$ cat src/hdl/string_to_integer_parser_assert.svh
// ----------------------------------------------------------------------------
// String to integer parser assertion macros
// Concurrent assertion shorthands clocked on clk and disabled during rst.
// ----------------------------------------------------------------------------
`ifndef STRING_TO_INTEGER_PARSER_ASSERT_SVH
`define STRING_TO_INTEGER_PARSER_ASSERT_SVH

// Consequent must hold in the same cycle as the antecedent.
`define STIP_ASSERT_IMPL(lbl, ante, cons) \
  lbl: assert property (@(posedge clk) disable iff (rst) (ante) |-> (cons)) \
    else $error("string_to_integer_parser: same-cycle check failed");

// Consequent must hold in the cycle after the antecedent.
`define STIP_ASSERT_NEXT(lbl, ante, cons) \
  lbl: assert property (@(posedge clk) disable iff (rst) (ante) |=> (cons)) \
    else $error("string_to_integer_parser: next-cycle check failed");

`endif

$ cat src/hdl/stip_pkg.sv
// ----------------------------------------------------------------------------
// String to integer parser package
// Widths, character codes, register indexes and shared helper functions.
// ----------------------------------------------------------------------------
package stip_pkg;

  localparam int VALUE_WIDTH = 64;
  localparam int BASE_W      = 6;
  localparam int COUNT_W     = 16;
  localparam int PADDR_W     = 3;
  localparam int PDATA_W     = 32;

  localparam logic [BASE_W-1:0] BASE_RESET = 6'd10;
  localparam logic [BASE_W-1:0] BASE_MAX   = 6'd36;
  localparam logic [BASE_W-1:0] BASE_ONE   = 6'd1;
  localparam logic [BASE_W-1:0] BASE_AUTO  = 6'd0;
  localparam logic [BASE_W-1:0] BASE_OCT   = 6'd8;
  localparam logic [BASE_W-1:0] BASE_DEC   = 6'd10;
  localparam logic [BASE_W-1:0] BASE_HEX   = 6'd16;

  // Register index, taken from paddr[2].
  localparam logic REG_NUMBER_BASE = 1'b0;
  localparam logic REG_SIGNED_MODE = 1'b1;

  localparam logic [7:0] CH_TAB   = 8'h09;
  localparam logic [7:0] CH_CR    = 8'h0D;
  localparam logic [7:0] CH_SPACE = 8'h20;
  localparam logic [7:0] CH_PLUS  = 8'h2B;
  localparam logic [7:0] CH_MINUS = 8'h2D;
  localparam logic [7:0] CH_ZERO  = 8'h30;
  localparam logic [7:0] CH_NINE  = 8'h39;
  localparam logic [7:0] CH_UC_A  = 8'h41;
  localparam logic [7:0] CH_UC_Z  = 8'h5A;
  localparam logic [7:0] CH_UC_X  = 8'h58;
  localparam logic [7:0] CH_LC_A  = 8'h61;
  localparam logic [7:0] CH_LC_Z  = 8'h7A;
  localparam logic [7:0] CH_LC_X  = 8'h78;

  typedef struct packed {
    logic [BASE_W-1:0] number_base;
    logic              signed_mode;
  } cfg_t;

  typedef struct packed {
    logic              ok;
    logic [BASE_W-1:0] val;
  } digit_t;

  function automatic logic is_blank(input logic [7:0] c);
    return (c == CH_SPACE) || (c >= CH_TAB && c <= CH_CR);
  endfunction

  // Digit value of a character in the widest radix; ok is low for anything
  // that is neither a decimal digit nor a letter.
  function automatic digit_t digit_of(input logic [7:0] c);
    digit_t d;
    d.ok  = 1'b1;
    d.val = '0;
    if (c >= CH_ZERO && c <= CH_NINE) begin
      d.val = BASE_W'(c - CH_ZERO);
    end else if (c >= CH_LC_A && c <= CH_LC_Z) begin
      d.val = BASE_W'(c - CH_LC_A) + BASE_DEC;
    end else if (c >= CH_UC_A && c <= CH_UC_Z) begin
      d.val = BASE_W'(c - CH_UC_A) + BASE_DEC;
    end else begin
      d.ok = 1'b0;
    end
    return d;
  endfunction

endpackage

$ cat src/hdl/string_to_integer_parser.sv
// ----------------------------------------------------------------------------
// String to integer parser
// Streaming strtoul-style converter taking one character per item.
// ----------------------------------------------------------------------------
//
//  Channel  | Handshake             | Payload
//  ---------+-----------------------+------------------------------------------
//  input    | in_valid / in_ready   | start_flag, character
//  output   | out_valid / out_ready | value, consumed_count, status, overflow
//  config   | psel/penable/pwrite   | paddr, pwdata, prdata (pready always 1)
//
// Every accepted item is registered, and from the input register one pass of
// logic (character classification, a VALUE_WIDTH by 6 bit multiply and a
// digit add) updates the parse state. The multiply-add loop through the
// accumulator sets the rate: one item per cycle while the output is not
// stalled. The item ending a string passes the input register, then the
// output register, where out_valid rises and the result waits to be taken.
// Reset (rst, synchronous) returns the parser to idle and loads the radix
// with ten. A stalled result holds the output register; the input register
// then keeps its item and in_ready falls until the result is taken.
//
// A string opens with an item that has start_flag set. Leading white space
// and one sign are taken, then an optional 0 or 0x prefix in auto or hex
// radix, then digits. The first character that does not fit ends the string
// and produces one result item; that character is not counted. An invalid
// radix produces an error result on the starting item itself.
// ----------------------------------------------------------------------------
module string_to_integer_parser
  import stip_pkg::*;
(
  input  logic                   clk,
  input  logic                   rst,
  // input channel
  input  logic                   in_valid,
  output logic                   in_ready,
  input  logic                   start_flag,
  input  logic [7:0]             character,
  // output channel
  output logic                   out_valid,
  input  logic                   out_ready,
  output logic [VALUE_WIDTH-1:0] value,
  output logic [COUNT_W-1:0]     consumed_count,
  output logic                   status,
  output logic                   overflow,
  // configuration port
  input  logic                   psel,
  input  logic                   penable,
  input  logic                   pwrite,
  input  logic [PADDR_W-1:0]     paddr,
  input  logic [PDATA_W-1:0]     pwdata,
  output logic [PDATA_W-1:0]     prdata,
  output logic                   pready
);

  localparam int PROD_W = VALUE_WIDTH + BASE_W;

  typedef enum logic [2:0] {
    PH_IDLE,
    PH_SPACE,
    PH_SIGNED,
    PH_ZERO,
    PH_DIGITS
  } phase_t;

  cfg_t cfg;

  stip_apb_regs u_regs (
    .clk     (clk),
    .rst     (rst),
    .psel    (psel),
    .penable (penable),
    .pwrite  (pwrite),
    .paddr   (paddr),
    .pwdata  (pwdata),
    .prdata  (prdata),
    .pready  (pready),
    .cfg     (cfg)
  );

  // Input register.
  logic       s1_valid;
  logic       s1_start;
  logic [7:0] s1_char;
  logic       s1_adv;

  // Parse state.
  phase_t                 phase;
  logic                   negative;
  logic [BASE_W-1:0]      active_base;
  logic [VALUE_WIDTH-1:0] accumulator;
  logic [COUNT_W-1:0]     char_count;
  logic                   wrapped;

  phase_t                 phase_next;
  logic                   negative_next;
  logic [BASE_W-1:0]      active_base_next;
  logic [VALUE_WIDTH-1:0] accumulator_next;
  logic [COUNT_W-1:0]     char_count_next;
  logic                   wrapped_next;

  // Per-item decode.
  logic                   done;
  logic                   count_inc;
  logic                   emit;
  logic                   emit_err;
  logic [COUNT_W-1:0]     cnt_base;
  logic [PROD_W-1:0]      mac;
  logic [VALUE_WIDTH-1:0] err_value;
  logic [VALUE_WIDTH-1:0] res_value;
  digit_t                 dig;

  // The input register advances whenever the output register can take a
  // result in the same edge, so the pipeline never loses or repeats an item.
  assign s1_adv   = s1_valid && (!out_valid || out_ready);
  assign in_ready = !s1_valid || s1_adv;

  always_ff @(posedge clk) begin
    if (rst) begin
      s1_valid <= 1'b0;
    end else if (in_ready) begin
      s1_valid <= in_valid;
    end
  end

  always_ff @(posedge clk) begin
    if (in_valid && in_ready) begin
      s1_start <= start_flag;
      s1_char  <= character;
    end
  end

  assign err_value = cfg.signed_mode ? {1'b0, {(VALUE_WIDTH-1){1'b1}}}
                                     : {VALUE_WIDTH{1'b1}};
  assign dig = digit_of(s1_char);

  // One character through the parse phases. A phase that does not take the
  // character hands it on to the next phase within the same cycle.
  always_comb begin
    phase_next       = phase;
    negative_next    = negative;
    active_base_next = active_base;
    accumulator_next = accumulator;
    cnt_base         = char_count;
    wrapped_next     = wrapped;
    done             = 1'b0;
    count_inc        = 1'b0;
    emit             = 1'b0;
    emit_err         = 1'b0;
    mac              = '0;

    if (s1_start) begin
      negative_next    = 1'b0;
      accumulator_next = '0;
      cnt_base         = '0;
      wrapped_next     = 1'b0;
      active_base_next = cfg.number_base;
      if (cfg.number_base == BASE_ONE || cfg.number_base > BASE_MAX) begin
        emit        = 1'b1;
        emit_err    = 1'b1;
        phase_next  = PH_IDLE;
        done        = 1'b1;
      end else begin
        phase_next = PH_SPACE;
      end
    end

    if (!done && phase_next == PH_IDLE) begin
      done = 1'b1;
    end

    if (!done && phase_next == PH_SPACE) begin
      if (is_blank(s1_char)) begin
        count_inc = 1'b1;
        done      = 1'b1;
      end else if (s1_char == CH_MINUS || s1_char == CH_PLUS) begin
        negative_next = (s1_char == CH_MINUS);
        count_inc     = 1'b1;
        phase_next    = PH_SIGNED;
        done          = 1'b1;
      end else begin
        phase_next = PH_SIGNED;
      end
    end

    if (!done && phase_next == PH_SIGNED) begin
      if (active_base_next == BASE_HEX || active_base_next == BASE_AUTO) begin
        if (s1_char == CH_ZERO) begin
          count_inc = 1'b1;
          if (active_base_next == BASE_AUTO) begin
            active_base_next = BASE_OCT;
          end
          phase_next = PH_ZERO;
          done       = 1'b1;
        end else if (active_base_next == BASE_AUTO) begin
          active_base_next = BASE_DEC;
        end
      end
      if (!done) begin
        phase_next = PH_DIGITS;
      end
    end

    if (!done && phase_next == PH_ZERO) begin
      if (s1_char == CH_LC_X || s1_char == CH_UC_X) begin
        count_inc        = 1'b1;
        active_base_next = BASE_HEX;
        phase_next       = PH_DIGITS;
        done             = 1'b1;
      end else begin
        phase_next = PH_DIGITS;
      end
    end

    if (!done && phase_next == PH_DIGITS) begin
      if (dig.ok && dig.val < active_base_next) begin
        // The sum overflows exactly when any bit above VALUE_WIDTH is set.
        mac = PROD_W'(accumulator_next) * PROD_W'(active_base_next)
            + PROD_W'(dig.val);
        if (mac[PROD_W-1:VALUE_WIDTH] != '0) begin
          wrapped_next = 1'b1;
        end
        accumulator_next = mac[VALUE_WIDTH-1:0];
        count_inc        = 1'b1;
      end else begin
        emit       = 1'b1;
        phase_next = PH_IDLE;
      end
      done = 1'b1;
    end

    char_count_next = cnt_base;
    if (count_inc && cnt_base != {COUNT_W{1'b1}}) begin
      char_count_next = cnt_base + COUNT_W'(1);
    end
  end

  assign res_value = negative_next ? (VALUE_WIDTH'(0) - accumulator_next)
                                   : accumulator_next;

  always_ff @(posedge clk) begin
    if (rst) begin
      phase       <= PH_IDLE;
      negative    <= 1'b0;
      active_base <= '0;
      accumulator <= '0;
      char_count  <= '0;
      wrapped     <= 1'b0;
    end else if (s1_adv) begin
      phase       <= phase_next;
      negative    <= negative_next;
      active_base <= active_base_next;
      accumulator <= accumulator_next;
      char_count  <= char_count_next;
      wrapped     <= wrapped_next;
    end
  end

  // Output register.
  always_ff @(posedge clk) begin
    if (rst) begin
      out_valid <= 1'b0;
    end else if (s1_adv && emit) begin
      out_valid <= 1'b1;
    end else if (out_ready) begin
      out_valid <= 1'b0;
    end
  end

  always_ff @(posedge clk) begin
    if (s1_adv && emit) begin
      if (emit_err) begin
        value          <= err_value;
        consumed_count <= '0;
        status         <= 1'b1;
        overflow       <= 1'b0;
      end else begin
        value          <= res_value;
        consumed_count <= char_count_next;
        status         <= 1'b0;
        overflow       <= wrapped_next;
      end
    end
  end

`include "string_to_integer_parser_assert.svh"

  // An error result never reports consumed characters or a wrap.
  `STIP_ASSERT_IMPL(a_err_clean, out_valid && status, consumed_count == '0 && !overflow)
  // A stalled input register keeps its item.
  `STIP_ASSERT_NEXT(a_s1_hold, s1_valid && !s1_adv, s1_valid && $stable(s1_char) && $stable(s1_start))
  // The parser is idle after every string that produced a result.
  `STIP_ASSERT_NEXT(a_idle_after_emit, s1_adv && emit, phase == PH_IDLE)
  // Back pressure only arises from a held item.
  `STIP_ASSERT_IMPL(a_ready_src, !in_ready, s1_valid && out_valid && !out_ready)
  // A result can only come from an item that left the input register.
  `STIP_ASSERT_NEXT(a_out_src, !out_valid && !(s1_adv && emit), !out_valid)

endmodule

$ cat src/hdl/stip_apb_regs.sv
// ----------------------------------------------------------------------------
// String to integer parser configuration registers
// APB-style slave holding the radix and error-value mode.
// ----------------------------------------------------------------------------
module stip_apb_regs
  import stip_pkg::*;
(
  input  logic               clk,
  input  logic               rst,
  input  logic               psel,
  input  logic               penable,
  input  logic               pwrite,
  input  logic [PADDR_W-1:0] paddr,
  input  logic [PDATA_W-1:0] pwdata,
  output logic [PDATA_W-1:0] prdata,
  output logic               pready,
  output cfg_t               cfg
);

  logic wr_en;

  assign pready = 1'b1;
  assign wr_en  = psel && penable && pwrite && pready;

  always_ff @(posedge clk) begin
    if (rst) begin
      cfg.number_base <= BASE_RESET;
      cfg.signed_mode <= 1'b0;
    end else if (wr_en) begin
      unique case (paddr[2])
        REG_NUMBER_BASE: cfg.number_base <= pwdata[BASE_W-1:0];
        REG_SIGNED_MODE: cfg.signed_mode <= pwdata[0];
        default: ;
      endcase
    end
  end

  always_comb begin
    unique case (paddr[2])
      REG_NUMBER_BASE: prdata = PDATA_W'(cfg.number_base);
      REG_SIGNED_MODE: prdata = PDATA_W'(cfg.signed_mode);
      default:         prdata = '0;
    endcase
  end

endmodule

$ cat config.mk
export PLATFORM = sky130hd
export DESIGN_NAME = string_to_integer_parser
export DESIGN_NICKNAME = d
export VERILOG_FILES = /design/src/hdl/stip_pkg.sv /design/src/hdl/string_to_integer_parser.sv /design/src/hdl/stip_apb_regs.sv
export VERILOG_INCLUDE_DIRS = /design/src /design/src/hdl
export SDC_FILE = /design/constraint.sdc
export NUM_CORES = 1
export LEC_CHECK = 0
export BUFFER_PORTS_ARGS = -buffer_cell sky130_fd_sc_hd__buf_2
export CORE_MARGIN = 4
export CORE_UTILIZATION = 46
export CTS_BUF_LIST = sky130_fd_sc_hd__clkbuf_8
export DETAILED_ROUTE_END_ITERATION = 8
export GPL_ROUTABILITY_DRIVEN = 0
export GPL_TIMING_DRIVEN = 0
export PLACE_DENSITY_LB_ADDON = 0.05
export SLEW_MARGIN = 40
export SYNTH_ARGS = -nofsm -noshare
export SYNTH_HDL_FRONTEND = slang
export SYNTH_HIERARCHICAL = 1
export SYNTH_SLANG_ARGS = --single-unit
$ cat constraint.sdc
create_clock -name clk -period 9.4 [get_ports clk]
set_input_delay 0.94 -clock clk [delete_from_list [all_inputs] [get_ports clk]]
set_output_delay 0.94 -clock clk [all_outputs]
set_load 0.02 [all_outputs]
Yosys cells after proc, flatten, opt, wreduce, memory -nomap -nowiden
Index checks and enable logic that the tools add are counted.
Storage, ports and cells
  latch bits: 0
  memories kept: 0
  word-level logic and storage cells: 154
  bits in writable memories: 0
  output and inout bits: 117
  bits in read-only memories: 0
  input bits: 51
  flip-flop bits (word level): 191
Cells by class
  div/mod/pow operators: 0
  order comparisons: 10
  eq/ne operators: 13
  muxes and demuxes: 69
  multiply operators: 1
  bitwise operators: 1
  add/subtract/negate cells: 8
  shifts and indexed selects: 0
  reductions and logical operators: 36
Operator list (count)
  $mux 64: 6
  $add 70x6->70: 1
  $mul 64x6->70: 1
  $mux 6: 11
  $pmux 32 s2: 1
  $sub 1x64->64 const A: 1
  $mux 1: 39
  $eq 8x6->1 const B: 4
  $mux 16: 2
  $mux 3: 10
  $add 16x1->16 const B: 1
  $eq 8x7->1 const B: 2
  $ge 8x7->1 const B: 2
  $le 8x7->1 const B: 2
  $logic_and 1x1->1: 16
  $ne 16x16->1 const B: 1
  $add 6x4->6 const B: 2
  $sub 6x6->6 const B: 2
  $ge 8x4->1 const B: 1
  $ge 8x6->1 const B: 1
  $le 8x4->1 const B: 1
  $le 8x6->1 const B: 1
  $logic_not 1->1: 7
  $logic_or 1x1->1: 7
  14 further kinds: 16

Logic depth before layout (Yosys ltp)
  depth after elaboration: 25
  gate-level depth with buffers: 33
  gate-level depth less buffers: 32

Hierarchy
The synthesis kept the hierarchy.
By module, submodules not included
  string_to_integer_parser: area an instance 23784.1 sq um, sequential area each 4594.4 sq um, times used 1, cells an instance 2887
  stip_apb_regs: area an instance 578.1 sq um, sequential area each 140.1 sq um, times used 1, cells an instance 66

Least setup slack after synthesis
OpenSTA, ideal clock, no wires.
  path kind: flip-flop to flip-flop
  start: register s1_start
  end: register value[63] (data pin)
  period minus slack after synthesis: 9355 ps
  library setup time: 262 ps
  cell stages (with the launch flop): 32
  arrival: 9093 ps
  data required time: 9138 ps
  path buffers: 9
  slack: 45 ps
  path through: edfxtp_1 > clkbuf_1 > inv_1 > clkbuf_1 > clkbuf_1 > buf_1 > clkbuf_1 > buf_1 > clkbuf_1 > buf_1 > buf_1 > nand4_1 > fa_1 > fa_1 > inv_1 > fa_1 > inv_1 > fa_1 > inv_1 > ha_1 > a21oi_1 > o21ai_0 > a211o_1 > a211o_1 > a31o_2 > or3_1 > a221o_1 > o22a_1 > nor4_4 > nand4_1 > o31ai_1 > mux2_1
Between the ends
  word-level cells in the longest chain between the ends: 22
  elaborated cells between the ends (all ways): 59
  classes of those cells: 2 x add/sub; 1 x mul; 1 x order compare; 5 x eq/ne; 36 x mux; 14 x reduce/logical
RTL lines
  from (decl): RTL line string_to_integer_parser.sv:82  | logic s1_start;
  from (signal assigned): RTL line string_to_integer_parser.sv:127  | s1_start <= start_flag;
  $mux 3 / $mux 1 (equally long branches): RTL line string_to_integer_parser.sv:151  | if (s1_start) begin
  $logic_not 3->1 / $logic_not 1->1 (equally long branches): RTL line string_to_integer_parser.sv:167  | if (!done && phase_next == PH_IDLE) begin
  $logic_and 1x1->1: RTL line string_to_integer_parser.sv:167
  $mux 1: RTL line string_to_integer_parser.sv:167
  $mux 1 / $logic_not 1->1 (equally long branches): RTL line string_to_integer_parser.sv:175, string_to_integer_parser.sv:171
  $mux 1 / $logic_and 1x1->1 (equally long branches): RTL line string_to_integer_parser.sv:172, string_to_integer_parser.sv:171
  $mux 1: RTL line string_to_integer_parser.sv:171  | if (!done && phase_next == PH_SPACE) begin
  $mux 1: RTL line string_to_integer_parser.sv:187  | if (s1_char == CH_ZERO) begin
  [... 6 more ...]
  $mux 6: RTL line string_to_integer_parser.sv:203  | if (!done && phase_next == PH_ZERO) begin
  $mul 64x6->70 / $lt 6x6->1 (equally long branches): RTL line string_to_integer_parser.sv:217, string_to_integer_parser.sv:215
  $add 70x6->70 / $logic_and 1x1->1 (equally long branches): RTL line string_to_integer_parser.sv:218, string_to_integer_parser.sv:215
  $mux 64: RTL line string_to_integer_parser.sv:215  | if (dig.ok && dig.val < active_base_next) begin
  $mux 64: RTL line string_to_integer_parser.sv:214  | if (!done && phase_next == PH_DIGITS) begin
  $sub 1x64->64: RTL line string_to_integer_parser.sv:237  | assign res_value = negative_next ? (VALUE_WIDTH'(0) - accumulator_next)
  $mux 64: RTL line string_to_integer_parser.sv:237
  $mux 64 (*): RTL line string_to_integer_parser.sv:271  | if (emit_err) begin
  to (signal assigned): RTL line string_to_integer_parser.sv:272  | value <= err_value;
  to (signal assigned): RTL line string_to_integer_parser.sv:277  | value <= res_value;
  to (decl): RTL line string_to_integer_parser.sv:41  | output logic [VALUE_WIDTH-1:0] value,
Every way passes the cells marked *; elsewhere a longest branch is shown, timed or not. The select of a mux whose other input is x is not followed.
A chain may end at the register's enable or synchronous reset.

Worst setup path in the final report
  start: register s1_start
  end: register value[58] (data pin)
Same word-level chain as after synthesis.

==> metrics.cfg <==
[outcome]
status=finished clean

[route]
routed.top_layer=met5
drtIter0Drc=2731
routed-wl-met3_um=10000
wl_met1_um=38600
wl_per_cell_um=24.6
drc_errors=0
wirelength_um=94000
via_per_inst=6.27
wl_met2_um=39800
ant_nets=0
firstDrtPassIters=6
vias=23996

[floorplan]
start_util_pct=46.5
die_w_um=238
io_pins=168
rows=84
die_h_um=238
fp.coreArea_sq_mm=0.0524
fp.dieArea_sq_mm=0.0567

[job]
maxCapViolCount=0

[logic_synthesis]
seq_area_frac_synth_pct=19.4
synthCells=2953
ys_types=102
async_flop_share_pct=0
ys_warn_count=6
netlist_area_sq_mm=0.0244
synth_edf_count=91
synth_top_flop_cell=dfxtp_1
avgSynthCellArea_sq_um=8.25
synth_seq_cells=191

[worst_setup_path]
crit_path_end_kind=flop
cp_common_cell=buf_2
slowest_stage=or4b_1
reg2reg_from=s1_start$_DFFE_PP_
timing.rr.end=value[58]$_SDFFCE_PP1P_
crit_type=reg -> reg
r2r_cells=28
cp_top_family=buffers and inverters
max_stage_delay_ns=0.50
reg2reg_setup_slack_ns=0.09
arrival_ns=9.64
critPathMaxFanout=10
cp.required_ns=9.73
worst-path-buf-inv=9
crit_path_start_kind=flop

[clocking]
path_clk_slew_ns=0.12
root_buffer=clkbuf_8
postCtsHoldBufs=0
cts_buffer_depth=2
cts_sinks=191
clk_latency_ns=0.61
htree_levels=4
numCtsBuffers=17
cts_tree=yes

[timing]
hold_viol_final=0
fin_crit_ns=9.31
setup_tns_ns=0
finalMaxSlewViolations=0
post-route-period-util_pct=99.1
worst_pin_slew_ns=0.981
max_freq_ghz=0.107
max-slew-margin-rel_pct=34.6
setup_viol=0
fin_skew_ns=0.0344

[power_and_ir_drop]
p_sw_uw=931
clockPowerShare_pct=25.9
power_density_mw_per_mm2=83.5
power_frac_seq_pct=41.1
ir_drop_uv=133
leakage_uw=0.0121
p_sw_share_pct=41.1
p_int_uw=1330
combPwrFrac_pct=33.1

[cells_and_area]
nets=3588
syn2layout_area_growth_pct=11.3
final_cell_area_sq_mm=0.0271
drive_gt1_share_pct=12.6

[grt]
grtUsageTotal_pct=32.4
grt_max_degree=44
grt_pass1_vias=23124
grt_pass1_wl_um=141000
antenna_found_initial=3
grt_overflow=0

[min_path]
hold-path-endpoint=accumulator[32]$_SDFFE_PP0P_
min_path_type=reg -> reg
hold_depth=2
min-delay-start=accumulator[32]$_SDFFE_PP0P_

[place]
dp_hpwl_um=73200
portBuffers=112
dpl-instance-area_sq_mm=0.0260

-- per-layer routing --
metal	up-vias	GRT usage (%)
met5	-	0
met4	2	16.5
met3	280	8.73
met2	1370	47.6
met1	11719	44.2
li1	10625	-
-- cells in the final DEF, fill, tap and decap left out, types with 30 or more instances in the layout --
| master | instances |
|---|---|
| a211oi_1 | 56 |
| a21o_1 | 32 |
| a21oi_1 | 164 |
| a31oi_1 | 32 |
| and3_1 | 30 |
| buf_2 | 127 |
| buf_4 | 65 |
| clkbuf_1 | 78 |
| dfxtp_1 | 100 |
| edfxtp_1 | 91 |
| fa_1 | 251 |
| ha_1 | 158 |
| inv_1 | 108 |
| nand2_1 | 290 |
| nand3_1 | 65 |
| nand4_1 | 40 |
| nor2_1 | 587 |
| nor3_1 | 46 |
| o21ai_0 | 122 |
| xnor2_1 | 72 |
| xor2_1 | 31 |
-- what timing repair did --
action | in CTS | in global routing
buffers inserted | 9 | 20
pin swaps | 8 | 29
endpoints found under the setup margin | 122 | 37
gates resized for setup | 98 | 101
endpoints found under the hold margin | 0 | 0
-- cell usage after synthesis (all sizes together), types with 31 or more instances --
master	count	area share, %
fa	252	21
inv	111	1.7
a21oi	174	3.6
dfxtp	100	8.2
nor2	588	9.1
and3	31	0.80
xnor2	74	2.7
a211oi	59	1.8
nand4	40	1.0
a21o	32	0.99
buf	61	1.4
nor3	49	1.0
xor2	32	1.2
clkbuf	131	2.0
nand3	67	1.4
ha	162	8.3
nand2	293	4.5
a31oi	33	0.85
o21ai	137	2.8
edfxtp	91	11
-- how the worst max path moves through the flow --
stage | start | cells after the start | to | slack (ns)
final | s1_start$_DFFE_PP_ | 28 | value[58]$_SDFFCE_PP1P_ | 0.09
after global routing | s1_char[5]$_DFFE_PP_ | 33 | value[58]$_SDFFCE_PP1P_ | -0.03
after detailed placement | s1_start$_DFFE_PP_ | 31 | value[56]$_SDFFCE_PP1P_ | -4.29
after floorplan | s1_start$_DFFE_PP_ | 31 | value[63]$_DFFE_PP_ | 0.05
after CTS | s1_char[0]$_DFFE_PP_ | 29 | value[63]$_DFFE_PP_ | 0.0009
after global placement | s1_start$_DFFE_PP_ | 31 | value[63]$_DFFE_PP_ | -4.63
-- per-stage QoR --
stage,utilization [%],power (uW),cells,setup WS (ns),hold slack (ns)
5_1_grt,51.7,2350,3825,-0.0328,0.482
4_1_cts,50.9,2240,3818,0.000942,0.472
3_5_place_dp,49.5,1630,3779,-4.29,0.457
6_report,51.7,2260,3825,0.0876,0.475
3_3_place_gp,49.3,1620,3778,-4.63,0.443
2_1_floorplan,-,1400,2978,0.0451,0.432
-- cells by family after synthesis --
logic type	Yosys count	share of synthesized area (%)
AND/OR/NAND/NOR	1245	23.0
XOR/XNOR	106	3.81
flip-flops	191	19.4
multiplexers	41	1.75
buffers and inverters	304	5.18
adder cells (fa/ha/maj)	414	29.0
AO/OA/AOI/OAI	650	17.8
other	2	0.0308
-- final cells by class --
type,instances,area [sq um]
Timing Repair Buffer,142,806
Clock inverter,15,154
Inverter,112,430
Sequential cell,191,4730
Tap cell,688,861
Clock buffer,17,234
Antenna cell,1,2.50
Multi-Input combinational cell,2483,19000
Fill cell,5055,25300
Buffer,176,922
-- worst reg2reg max path, delay by kind of cell (launching register included) --
kind	cells	cell delay (ns)
buf+inv	9	3.14
simple gates	7	2.14
fa+ha+maj	2	0.72
compound gates	8	1.89
flops	1	0.44
mux	2	0.72
-- state kept, by name, summed over array words and instances, names as in the netlist, 3 cells and up --
register and cells:
accumulator 64, active_base 6, char_count 16, consumed_count 16, phase 3, s1_char 8
u_regs/cfg 7, value 64
-- power by group through the flow --
stage                     Clock (uW)  Combinational, uW  Sequential [uW]
after floorplan                    0                427              970
after global placement             0                673              950
after detailed placement           0                683              949
after CTS                        594                711              930
after global routing             623                792              934
final                            586                749              931
No activity file was read; power rests on OpenSTA's default activity.
